### config.mk
export PLATFORM = sky130hd
export DESIGN_NAME = lru_block_buffer_cache
export DESIGN_NICKNAME = d
export VERILOG_FILES = /design/src/design/lbbc_pkg.sv /design/src/design/lbbc_table.sv /design/src/design/lbbc_cmp.sv /design/src/design/lru_block_buffer_cache.sv
export SDC_FILE = /design/constraint.sdc
export NUM_CORES = 2
export LEC_CHECK = 0
export BUFFER_PORTS_ARGS = -buffer_cell sky130_fd_sc_hd__buf_2
export CAP_MARGIN = 20
export CORE_ASPECT_RATIO = 0.6
export CORE_MARGIN = 3
export CORE_UTILIZATION = 49
export DETAILED_ROUTE_END_ITERATION = 16
export PLACE_DENSITY = 0.7
export REMOVE_ABC_BUFFERS = 1
export SETUP_SLACK_MARGIN = 0.02
export SYNTH_ARGS = -nofsm -noshare
export SYNTH_HDL_FRONTEND = slang
export SYNTH_SLANG_ARGS = --single-unit
### constraint.sdc
create_clock -name aclk -period 6.3 [get_ports aclk]
set_clock_uncertainty 0.05 [all_clocks]
set_input_delay 0.945 -clock aclk [delete_from_list [all_inputs] [get_ports aclk]]
set_output_delay 0.945 -clock aclk [all_outputs]
set_load 0.05 [all_outputs]
### src/design/lbbc_pkg.sv
// ----------------------------------------------------------------------------
// lbbc_pkg
// Types, constants and helpers shared by the buffer cache modules.
// ----------------------------------------------------------------------------
package lbbc_pkg;

    localparam int ENTRIES = 32;
    localparam int IDX_W   = $clog2(ENTRIES);
    localparam logic [IDX_W:0] ENTRIES_N = ENTRIES[IDX_W:0];

    localparam int S_TDATA_W = 80;
    localparam int S_TUSER_W = 2;
    localparam int M_TDATA_W = 16;

    localparam logic [7:0] COUNT_MAX = 8'd255;

    // operation codes
    localparam logic [1:0] OP_GET     = 2'd0;
    localparam logic [1:0] OP_RELEASE = 2'd1;
    localparam logic [1:0] OP_PIN     = 2'd2;
    localparam logic [1:0] OP_UNPIN   = 2'd3;

    // status codes
    localparam logic [1:0] STAT_OK     = 2'd0;
    localparam logic [1:0] STAT_NOFREE = 2'd1;
    localparam logic [1:0] STAT_UNDER  = 2'd2;
    localparam logic [1:0] STAT_OVER   = 2'd3;

    typedef struct packed {
        logic [7:0]  dev;
        logic [31:0] blk;
        logic [7:0]  cnt;
        logic [31:0] rtime;
        logic        cvalid;
    } entry_t;

    typedef struct packed {
        logic match;
        logic take_free;
    } cmp_t;

    function automatic logic [4:0] to_entry_out(input logic [IDX_W-1:0] a);
        logic [31:0] w;
        w = 32'(a);
        return w[4:0];
    endfunction

    function automatic logic [IDX_W-1:0] idx_to_addr(input logic [4:0] idx);
        logic [31:0] w;
        w = 32'(idx);
        return w[IDX_W-1:0];
    endfunction

    function automatic logic idx_in_range(input logic [4:0] idx);
        return 32'(idx) < 32'(ENTRIES);
    endfunction

endpackage

### src/design/lbbc_table.sv
// ----------------------------------------------------------------------------
// lbbc_table
// Entry store: one write port, one registered read port. Entries not yet
// written read as all zero through a valid bit per entry.
// ----------------------------------------------------------------------------
module lbbc_table (
    input  logic                          aclk,
    input  logic                          aresetn,
    input  logic                          rd_en,
    input  logic [lbbc_pkg::IDX_W-1:0]    rd_addr,
    output lbbc_pkg::entry_t              rd_data,
    input  logic                          wr_en,
    input  logic [lbbc_pkg::IDX_W-1:0]    wr_addr,
    input  lbbc_pkg::entry_t              wr_data
);
    import lbbc_pkg::*;

    entry_t               mem [ENTRIES];
    logic [ENTRIES-1:0]   valid_reg;
    entry_t               mem_q_reg;
    logic                 vq_reg;

    always_ff @(posedge aclk) begin
        if (!aresetn) begin
            valid_reg <= '0;
        end else if (wr_en) begin
            valid_reg[wr_addr] <= 1'b1;
        end
    end

    always_ff @(posedge aclk) begin
        if (wr_en) begin
            mem[wr_addr] <= wr_data;
        end
    end

    // hold read data between reads
    always_ff @(posedge aclk) begin
        if (rd_en) begin
            mem_q_reg <= mem[rd_addr];
            vq_reg    <= valid_reg[rd_addr];
        end
    end

    assign rd_data = vq_reg ? mem_q_reg : '0;

endmodule

### src/design/lbbc_cmp.sv
// ----------------------------------------------------------------------------
// lbbc_cmp
// Shared compare unit: tag match and oldest-free test for one entry.
// ----------------------------------------------------------------------------
module lbbc_cmp (
    input  lbbc_pkg::entry_t  ent,
    input  logic [7:0]        dev,
    input  logic [31:0]       blk,
    input  logic              free_found,
    input  logic [31:0]       best_time,
    output lbbc_pkg::cmp_t    res
);
    import lbbc_pkg::*;

    always_comb begin
        res.match     = (ent.dev == dev) && (ent.blk == blk);
        // strict compare keeps the lowest index on a tie
        res.take_free = (ent.cnt == 8'd0) && (!free_found || (ent.rtime < best_time));
    end

endmodule

### src/design/lru_block_buffer_cache.sv
// ----------------------------------------------------------------------------
// lru_block_buffer_cache
// Buffer cache with reference counts and least-recently-released victim
// choice. A sequencer walks the entry store through one compare unit.
//
//   channel | direction | bits                                  | handshake
//   s_      | in        | tuser: func; tdata: dev, block_number,| tvalid/tready
//           |           |   entry_index, now_tick               |
//   m_      | out       | tdata: entry_out, hit, needs_fill,    | tvalid/tready
//           |           |   status                              |
//
// Get: the result waits on a walk over the entry store, one read per cycle
// on its single port. Release, pin, unpin: one read, then one write.
// s_tready rises together with m_tvalid when the result is loaded.
// Reset clears control state and the entry valid bits; no clearing pass.
// A result waiting on m_tready stalls the next item only at its final step.
// ----------------------------------------------------------------------------
module lru_block_buffer_cache (
    input  logic                              aclk,
    input  logic                              aresetn,
    input  logic                              s_tvalid,
    output logic                              s_tready,
    // dev[7:0], block_number[39:8], entry_index[44:40], now_tick[76:45]
    input  logic [lbbc_pkg::S_TDATA_W-1:0]    s_tdata,
    // func[1:0]
    input  logic [lbbc_pkg::S_TUSER_W-1:0]    s_tuser,
    output logic                              m_tvalid,
    input  logic                              m_tready,
    // entry_out[4:0], hit[5], needs_fill[6], status[8:7]
    output logic [lbbc_pkg::M_TDATA_W-1:0]    m_tdata
);
    import lbbc_pkg::*;

    localparam logic [1:0] S_IDLE  = 2'd0;
    localparam logic [1:0] S_SCAN  = 2'd1;
    localparam logic [1:0] S_FETCH = 2'd2;
    localparam logic [1:0] S_UPD   = 2'd3;

    logic [1:0]           state_reg, state_next;
    logic [1:0]           op_reg, op_next;
    logic [7:0]           dev_reg, dev_next;
    logic [31:0]          blk_reg, blk_next;
    logic [4:0]           idx_reg, idx_next;
    logic [31:0]          now_reg, now_next;
    logic                 inr_reg, inr_next;
    logic [IDX_W:0]       issue_cnt_reg, issue_cnt_next;
    logic                 pend_reg, pend_next;
    logic [IDX_W-1:0]     pend_idx_reg, pend_idx_next;
    logic                 match_found_reg, match_found_next;
    logic [IDX_W-1:0]     match_idx_reg, match_idx_next;
    logic                 free_found_reg, free_found_next;
    logic [IDX_W-1:0]     best_idx_reg, best_idx_next;
    logic [31:0]          best_time_reg, best_time_next;
    logic [IDX_W-1:0]     addr_reg, addr_next;
    logic                 m_tvalid_reg, m_tvalid_next;
    logic [M_TDATA_W-1:0] m_tdata_reg, m_tdata_next;

    logic                 tbl_rd_en;
    logic [IDX_W-1:0]     tbl_rd_addr;
    entry_t               tbl_rd_data;
    logic                 tbl_wr_en;
    entry_t               tbl_wr_data;
    cmp_t                 cmp;

    logic                 issuing;
    logic                 res_free;
    entry_t               ent;
    logic [4:0]           r_entry;
    logic                 r_hit;
    logic                 r_fill;
    logic [1:0]           r_stat;

    lbbc_table u_table (
        .aclk    (aclk),
        .aresetn (aresetn),
        .rd_en   (tbl_rd_en),
        .rd_addr (tbl_rd_addr),
        .rd_data (tbl_rd_data),
        .wr_en   (tbl_wr_en),
        .wr_addr (addr_reg),
        .wr_data (tbl_wr_data)
    );

    lbbc_cmp u_cmp (
        .ent        (tbl_rd_data),
        .dev        (dev_reg),
        .blk        (blk_reg),
        .free_found (free_found_reg),
        .best_time  (best_time_reg),
        .res        (cmp)
    );

    assign issuing  = issue_cnt_reg < ENTRIES_N;
    assign res_free = !m_tvalid_reg || m_tready;
    assign s_tready = (state_reg == S_IDLE);
    assign m_tvalid = m_tvalid_reg;
    assign m_tdata  = m_tdata_reg;

    always_comb begin
        state_next       = state_reg;
        op_next          = op_reg;
        dev_next         = dev_reg;
        blk_next         = blk_reg;
        idx_next         = idx_reg;
        now_next         = now_reg;
        inr_next         = inr_reg;
        issue_cnt_next   = issue_cnt_reg;
        pend_next        = 1'b0;
        pend_idx_next    = pend_idx_reg;
        match_found_next = match_found_reg;
        match_idx_next   = match_idx_reg;
        free_found_next  = free_found_reg;
        best_idx_next    = best_idx_reg;
        best_time_next   = best_time_reg;
        addr_next        = addr_reg;
        m_tvalid_next    = m_tvalid_reg;
        m_tdata_next     = m_tdata_reg;
        tbl_rd_en        = 1'b0;
        tbl_rd_addr      = addr_reg;
        tbl_wr_en        = 1'b0;
        ent              = tbl_rd_data;
        r_entry          = idx_reg;
        r_hit            = 1'b0;
        r_fill           = 1'b0;
        r_stat           = STAT_OK;

        if (m_tvalid_reg && m_tready) begin
            m_tvalid_next = 1'b0;
        end

        case (state_reg)
            S_IDLE: begin
                if (s_tvalid) begin
                    op_next          = s_tuser[1:0];
                    dev_next         = s_tdata[7:0];
                    blk_next         = s_tdata[39:8];
                    idx_next         = s_tdata[44:40];
                    now_next         = s_tdata[76:45];
                    inr_next         = idx_in_range(s_tdata[44:40]);
                    addr_next        = idx_to_addr(s_tdata[44:40]);
                    issue_cnt_next   = '0;
                    match_found_next = 1'b0;
                    free_found_next  = 1'b0;
                    state_next       = (s_tuser[1:0] == OP_GET) ? S_SCAN : S_FETCH;
                end
            end
            S_SCAN: begin
                if (issuing) begin
                    tbl_rd_en      = 1'b1;
                    tbl_rd_addr    = issue_cnt_reg[IDX_W-1:0];
                    issue_cnt_next = issue_cnt_reg + 1'b1;
                    pend_next      = 1'b1;
                    pend_idx_next  = issue_cnt_reg[IDX_W-1:0];
                end
                if (pend_reg) begin
                    if (cmp.match && !match_found_reg) begin
                        match_found_next = 1'b1;
                        match_idx_next   = pend_idx_reg;
                    end
                    if (cmp.take_free) begin
                        free_found_next = 1'b1;
                        best_idx_next   = pend_idx_reg;
                        best_time_next  = tbl_rd_data.rtime;
                    end
                end
                if (!issuing && !pend_reg) begin
                    addr_next  = match_found_reg ? match_idx_reg : best_idx_reg;
                    state_next = S_FETCH;
                end
            end
            S_FETCH: begin
                tbl_rd_en  = 1'b1;
                state_next = S_UPD;
            end
            S_UPD: begin
                if (op_reg == OP_GET) begin
                    r_entry = to_entry_out(addr_reg);
                    if (match_found_reg) begin
                        r_hit  = 1'b1;
                        r_fill = !ent.cvalid;
                        if (ent.cnt == COUNT_MAX) begin
                            r_stat = STAT_OVER;
                        end else begin
                            ent.cnt = ent.cnt + 8'd1;
                        end
                        ent.cvalid = 1'b1;
                        tbl_wr_en  = 1'b1;
                    end else if (free_found_reg) begin
                        r_fill     = 1'b1;
                        ent.dev    = dev_reg;
                        ent.blk    = blk_reg;
                        ent.cnt    = 8'd1;
                        ent.cvalid = 1'b1;
                        tbl_wr_en  = 1'b1;
                    end else begin
                        r_entry = '0;
                        r_stat  = STAT_NOFREE;
                    end
                end else if (inr_reg) begin
                    tbl_wr_en = 1'b1;
                    if (op_reg == OP_PIN) begin
                        if (ent.cnt == COUNT_MAX) begin
                            r_stat = STAT_OVER;
                        end else begin
                            ent.cnt = ent.cnt + 8'd1;
                        end
                    end else if (ent.cnt == 8'd0) begin
                        r_stat = STAT_UNDER;
                    end else begin
                        ent.cnt = ent.cnt - 8'd1;
                        if (op_reg == OP_RELEASE && ent.cnt == 8'd0) begin
                            ent.rtime = now_reg;
                        end
                    end
                end
                // hold the final step until the output register is free
                if (!res_free) begin
                    tbl_wr_en = 1'b0;
                end else begin
                    m_tvalid_next = 1'b1;
                    m_tdata_next  = {7'b0, r_stat, r_fill, r_hit, r_entry};
                    state_next    = S_IDLE;
                end
            end
            default: begin
                state_next = S_IDLE;
            end
        endcase
        tbl_wr_data = ent;
    end

    always_ff @(posedge aclk) begin
        if (!aresetn) begin
            state_reg     <= S_IDLE;
            m_tvalid_reg  <= 1'b0;
            issue_cnt_reg <= '0;
            pend_reg      <= 1'b0;
        end else begin
            state_reg     <= state_next;
            m_tvalid_reg  <= m_tvalid_next;
            issue_cnt_reg <= issue_cnt_next;
            pend_reg      <= pend_next;
        end
    end

    always_ff @(posedge aclk) begin
        op_reg          <= op_next;
        dev_reg         <= dev_next;
        blk_reg         <= blk_next;
        idx_reg         <= idx_next;
        now_reg         <= now_next;
        inr_reg         <= inr_next;
        pend_idx_reg    <= pend_idx_next;
        match_found_reg <= match_found_next;
        match_idx_reg   <= match_idx_next;
        free_found_reg  <= free_found_next;
        best_idx_reg    <= best_idx_next;
        best_time_reg   <= best_time_next;
        addr_reg        <= addr_next;
        m_tdata_reg     <= m_tdata_next;
    end

endmodule

==> impl_metrics.env <==
export IMPL_status="finished, final reports clean"
export IMPL_cp_max_fo=45
export IMPL_avgViaCountPerCell=6.211
export IMPL_critical_path_class="reg2reg"
export IMPL_postCtsSetupRepairBufs=0
export IMPL_power_density_nw_per_um2=470.5
export IMPL_root_buffer="clkbuf_16"
export IMPL_wl_per_cell_um=28.02
export IMPL_power_total_mw=58.50
export IMPL_path_delay_family="compound AO/OA/AOI/OAI gates"
export IMPL_placed_area_um2=116600
export IMPL_p_int_mw=36.87
export IMPL_hold_violations=0
export IMPL_worstPathRequired_ns=6.83
export IMPL_grt_pass1_wl_mm=454.0
export IMPL_syn_inst=8061
export IMPL_grt_ovfl_total=0
export IMPL_route_detailed_drc=0
export IMPL_grt_max_degree=221
export IMPL_clk_pin_slew_ns=0.07
export IMPL_fin_nets=8255
export IMPL_cellLeakagePower_nw=41.37
export IMPL_fin_ws_ns=1.353
export IMPL_grt_antenna_before_repair=6
export IMPL_htreeDepth=4
export IMPL_ys_warn_count=0
export IMPL_worstSkewPairLatency_ns=0.90
export IMPL_cts_path_max_buffers=4
export IMPL_fin_area_um2=124300
export IMPL_fillers=17500
export IMPL_worstSetupStartpointType="flop"
export IMPL_vias=70430
export IMPL_synth_edf_count=2816
export IMPL_max_cap_violations=0
export IMPL_ant_nets=0
export IMPL_first_pass_iters=6
export IMPL_initial_utilization_pct=49.37
export IMPL_fp_dieH_um=375.8
export IMPL_pin_count=104
export IMPL_dp_cells=10880
export IMPL_fmax_ghz=0.2022
export IMPL_instances_no_fill=11340
export IMPL_switching_share_pct=36.98
export IMPL_cts_buffers=243
export IMPL_hold_path_class="in2reg"
export IMPL_die_w_um=622.3
export IMPL_cts_resized=0
export IMPL_max_slew_worst_pin_slew_ns=1.257
export IMPL_path_cells="inv_1, ha_1, and3b_1, a21o_4, buf_4, mux4_2, a2111oi_0, a211oi_1"
export IMPL_place_ws_ns=1.366
export IMPL_drt_iter0_markers=12000
export IMPL_critical_path_arrival_ns=5.47
export IMPL_multi_input_comb_area_um2=24350
export IMPL_synthTopCellsByArea="edfxtp_1 (76%), nand2_1 (7.8%), nand3_1 (3.3%), nand4_1 (1.7%), a31oi_1 (1.4%)"
export IMPL_finalSetupViolations=0
export IMPL_num_rows=135
export IMPL_pwr_share_clk_pct=24.9
export IMPL_seq_area_frac_synth_pct=76.48
export IMPL_slew_viol_final=0
export IMPL_ys_flop_type="edfxtp_1"
export IMPL_clock_sinks=2858
export IMPL_p_comb_share_pct=33.6
export IMPL_synth_seq_cells=2858
export IMPL_relSlewSlack_pct=16.17
export IMPL_grt_setup_unrepaired="no"
export IMPL_cts_tree="done"
export IMPL_seq_power_share_pct=41.5
export IMPL_synth_largest_area_cell="edfxtp_1"
export IMPL_synth_cell_types=71
export IMPL_async_flop_share_pct=0
export IMPL_port_buffers=93
export IMPL_synth_top_area_share_pct=75.73
export IMPL_synthToLayoutAreaGrowth_pct=11.35
export IMPL_switchingPower_mw=21.64
export IMPL_grt_pass1_vias=65500
export IMPL_period_share_pct=78.52
export IMPL_place_congestion=0.8540
export IMPL_syn_avg_cell_area_um2=13.85
export IMPL_cp_slowest_cell="a2111oi_0"
export IMPL_regArea_um2=85400
export IMPL_cts_hold_buf=0
export IMPL_path_buf_inv=2
export IMPL_routed_wl_mm=317.7
export IMPL_vdd_drop_max_mv=0.5367
export IMPL_fin_crit_ns=4.947
export IMPL_dpl_hpwl_mm=160.8
export IMPL_synth_common_cells="edfxtp_1 (2,816), nand2_1 (2,317), nand3_1 (739), nand4_1 (306), a31oi_1 (248)"
export IMPL_cp_slowest_stage_delay_ns=0.95
export IMPL_post_route_cells_drive_above_1_share_pct=9.420
export IMPL_largest_reg_flops=2592
export IMPL_synthMostInstantiatedCell="edfxtp_1"
export IMPL_end_kind="flop"
export IMPL_syn_area_um2=111700
export IMPL_fp_dieArea_um2=233800
export IMPL_placeableCoreArea_um2=226200
export IMPL_grt_usage_pct=26.45
[cell usage in the layout (no fill, tap or decap), drive strengths merged, types with 37 or more instances in the layout]
cell and n:
o21ai 76, nand2 2317, dfxtp 42, a31oi 248, mux2 37, edfxtp 2816, clkinv 99, clkbuf 310
mux2i 155, o22ai 82, a21oi 181, nand4 306, nand3 739, inv 74, nor4 61, nor2 73
mux4 38, ha 40, buf 310
[metal layers]
layer / vias up / global-route usage (%) / part of all wire, %
met5: - / 0 / 0
met2: 5018 / 38.72 / 43
met4: 0 / 7.689 / 3.1
li1: 30070 / - / -
met1: 34750 / 39.67 / 40
met3: 593 / 6.024 / 14
[cell type report]
cell class,instances,area share [%]
sequential,2858,68.68
multi-input combinational,4647,19.58
clock buffer,310,5.199
tap,3014,3.033
timing repair buffer,310,2.467
clock inverter,129,0.8211
inverter,69,0.2083
antenna,3,0.006037
[power by group through the flow]
stage | combinational, mW | clock (mW) | sequential [mW]
2_1_floorplan | 11.2 | 0 | 24.5
3_3_place_gp | 18.6 | 0 | 24.7
3_5_place_dp | 19.1 | 0 | 24.7
4_1_cts | 19.1 | 14.7 | 24.3
5_1_grt | 21.1 | 15.4 | 24.3
6_report | 19.7 | 14.6 | 24.3
[metrics by stage]
step | TNS (ns) | hold WS (ns) | util (%)
3_3_place_gp | 0 | 0.3796 | 51.50
3_5_place_dp | 0 | 0.3874 | 51.56
5_1_grt | 0 | 0.1453 | 54.98
4_1_cts | 0 | 0.1318 | 54.87
2_1_floorplan | -2950.15 | 0.3715 | -
6_report | 0 | 0.1823 | 54.98
[kinds of logic after synthesis]
group / after synthesis / share of synthesized area [%]
AOI/OAI and AO/OA: 748 / 4.161
DFF: 2858 / 76.48
other: 1 / 0.003358
xor gates and xnor gates: 14 / 0.1098
buffers and inverters: 562 / 2.186
and+or+nand+nor: 3608 / 14.07
muxes: 230 / 2.540
adders and majority gates: 40 / 0.4482
[path summary, 6_finish.rpt]
check,from,end,slack (ns),depth (start not counted)
worst max-delay path,state_reg[1],u_table.mem_q_reg[52],1.35,8
worst max register to register,state_reg[1],u_table.mem_q_reg[52],1.35,8
worst min register to register,pend_idx_reg[4],match_idx_reg[4],0.40,0
worst min-delay path,s_tdata[30],blk_reg[22],0.18,1
[worst register-to-register path, delay by kind of cell, from the launching register on]
family                     cells  cell delay (ns)
buffers and inverters          2             0.76
DFF                            1             0.33
muxes                          1             0.59
AOI/OAI and AO/OA              3             1.77
and+or+nand+nor                1             0.36
adders and majority gates      1             0.80
(Power assumes the default switching activity.)
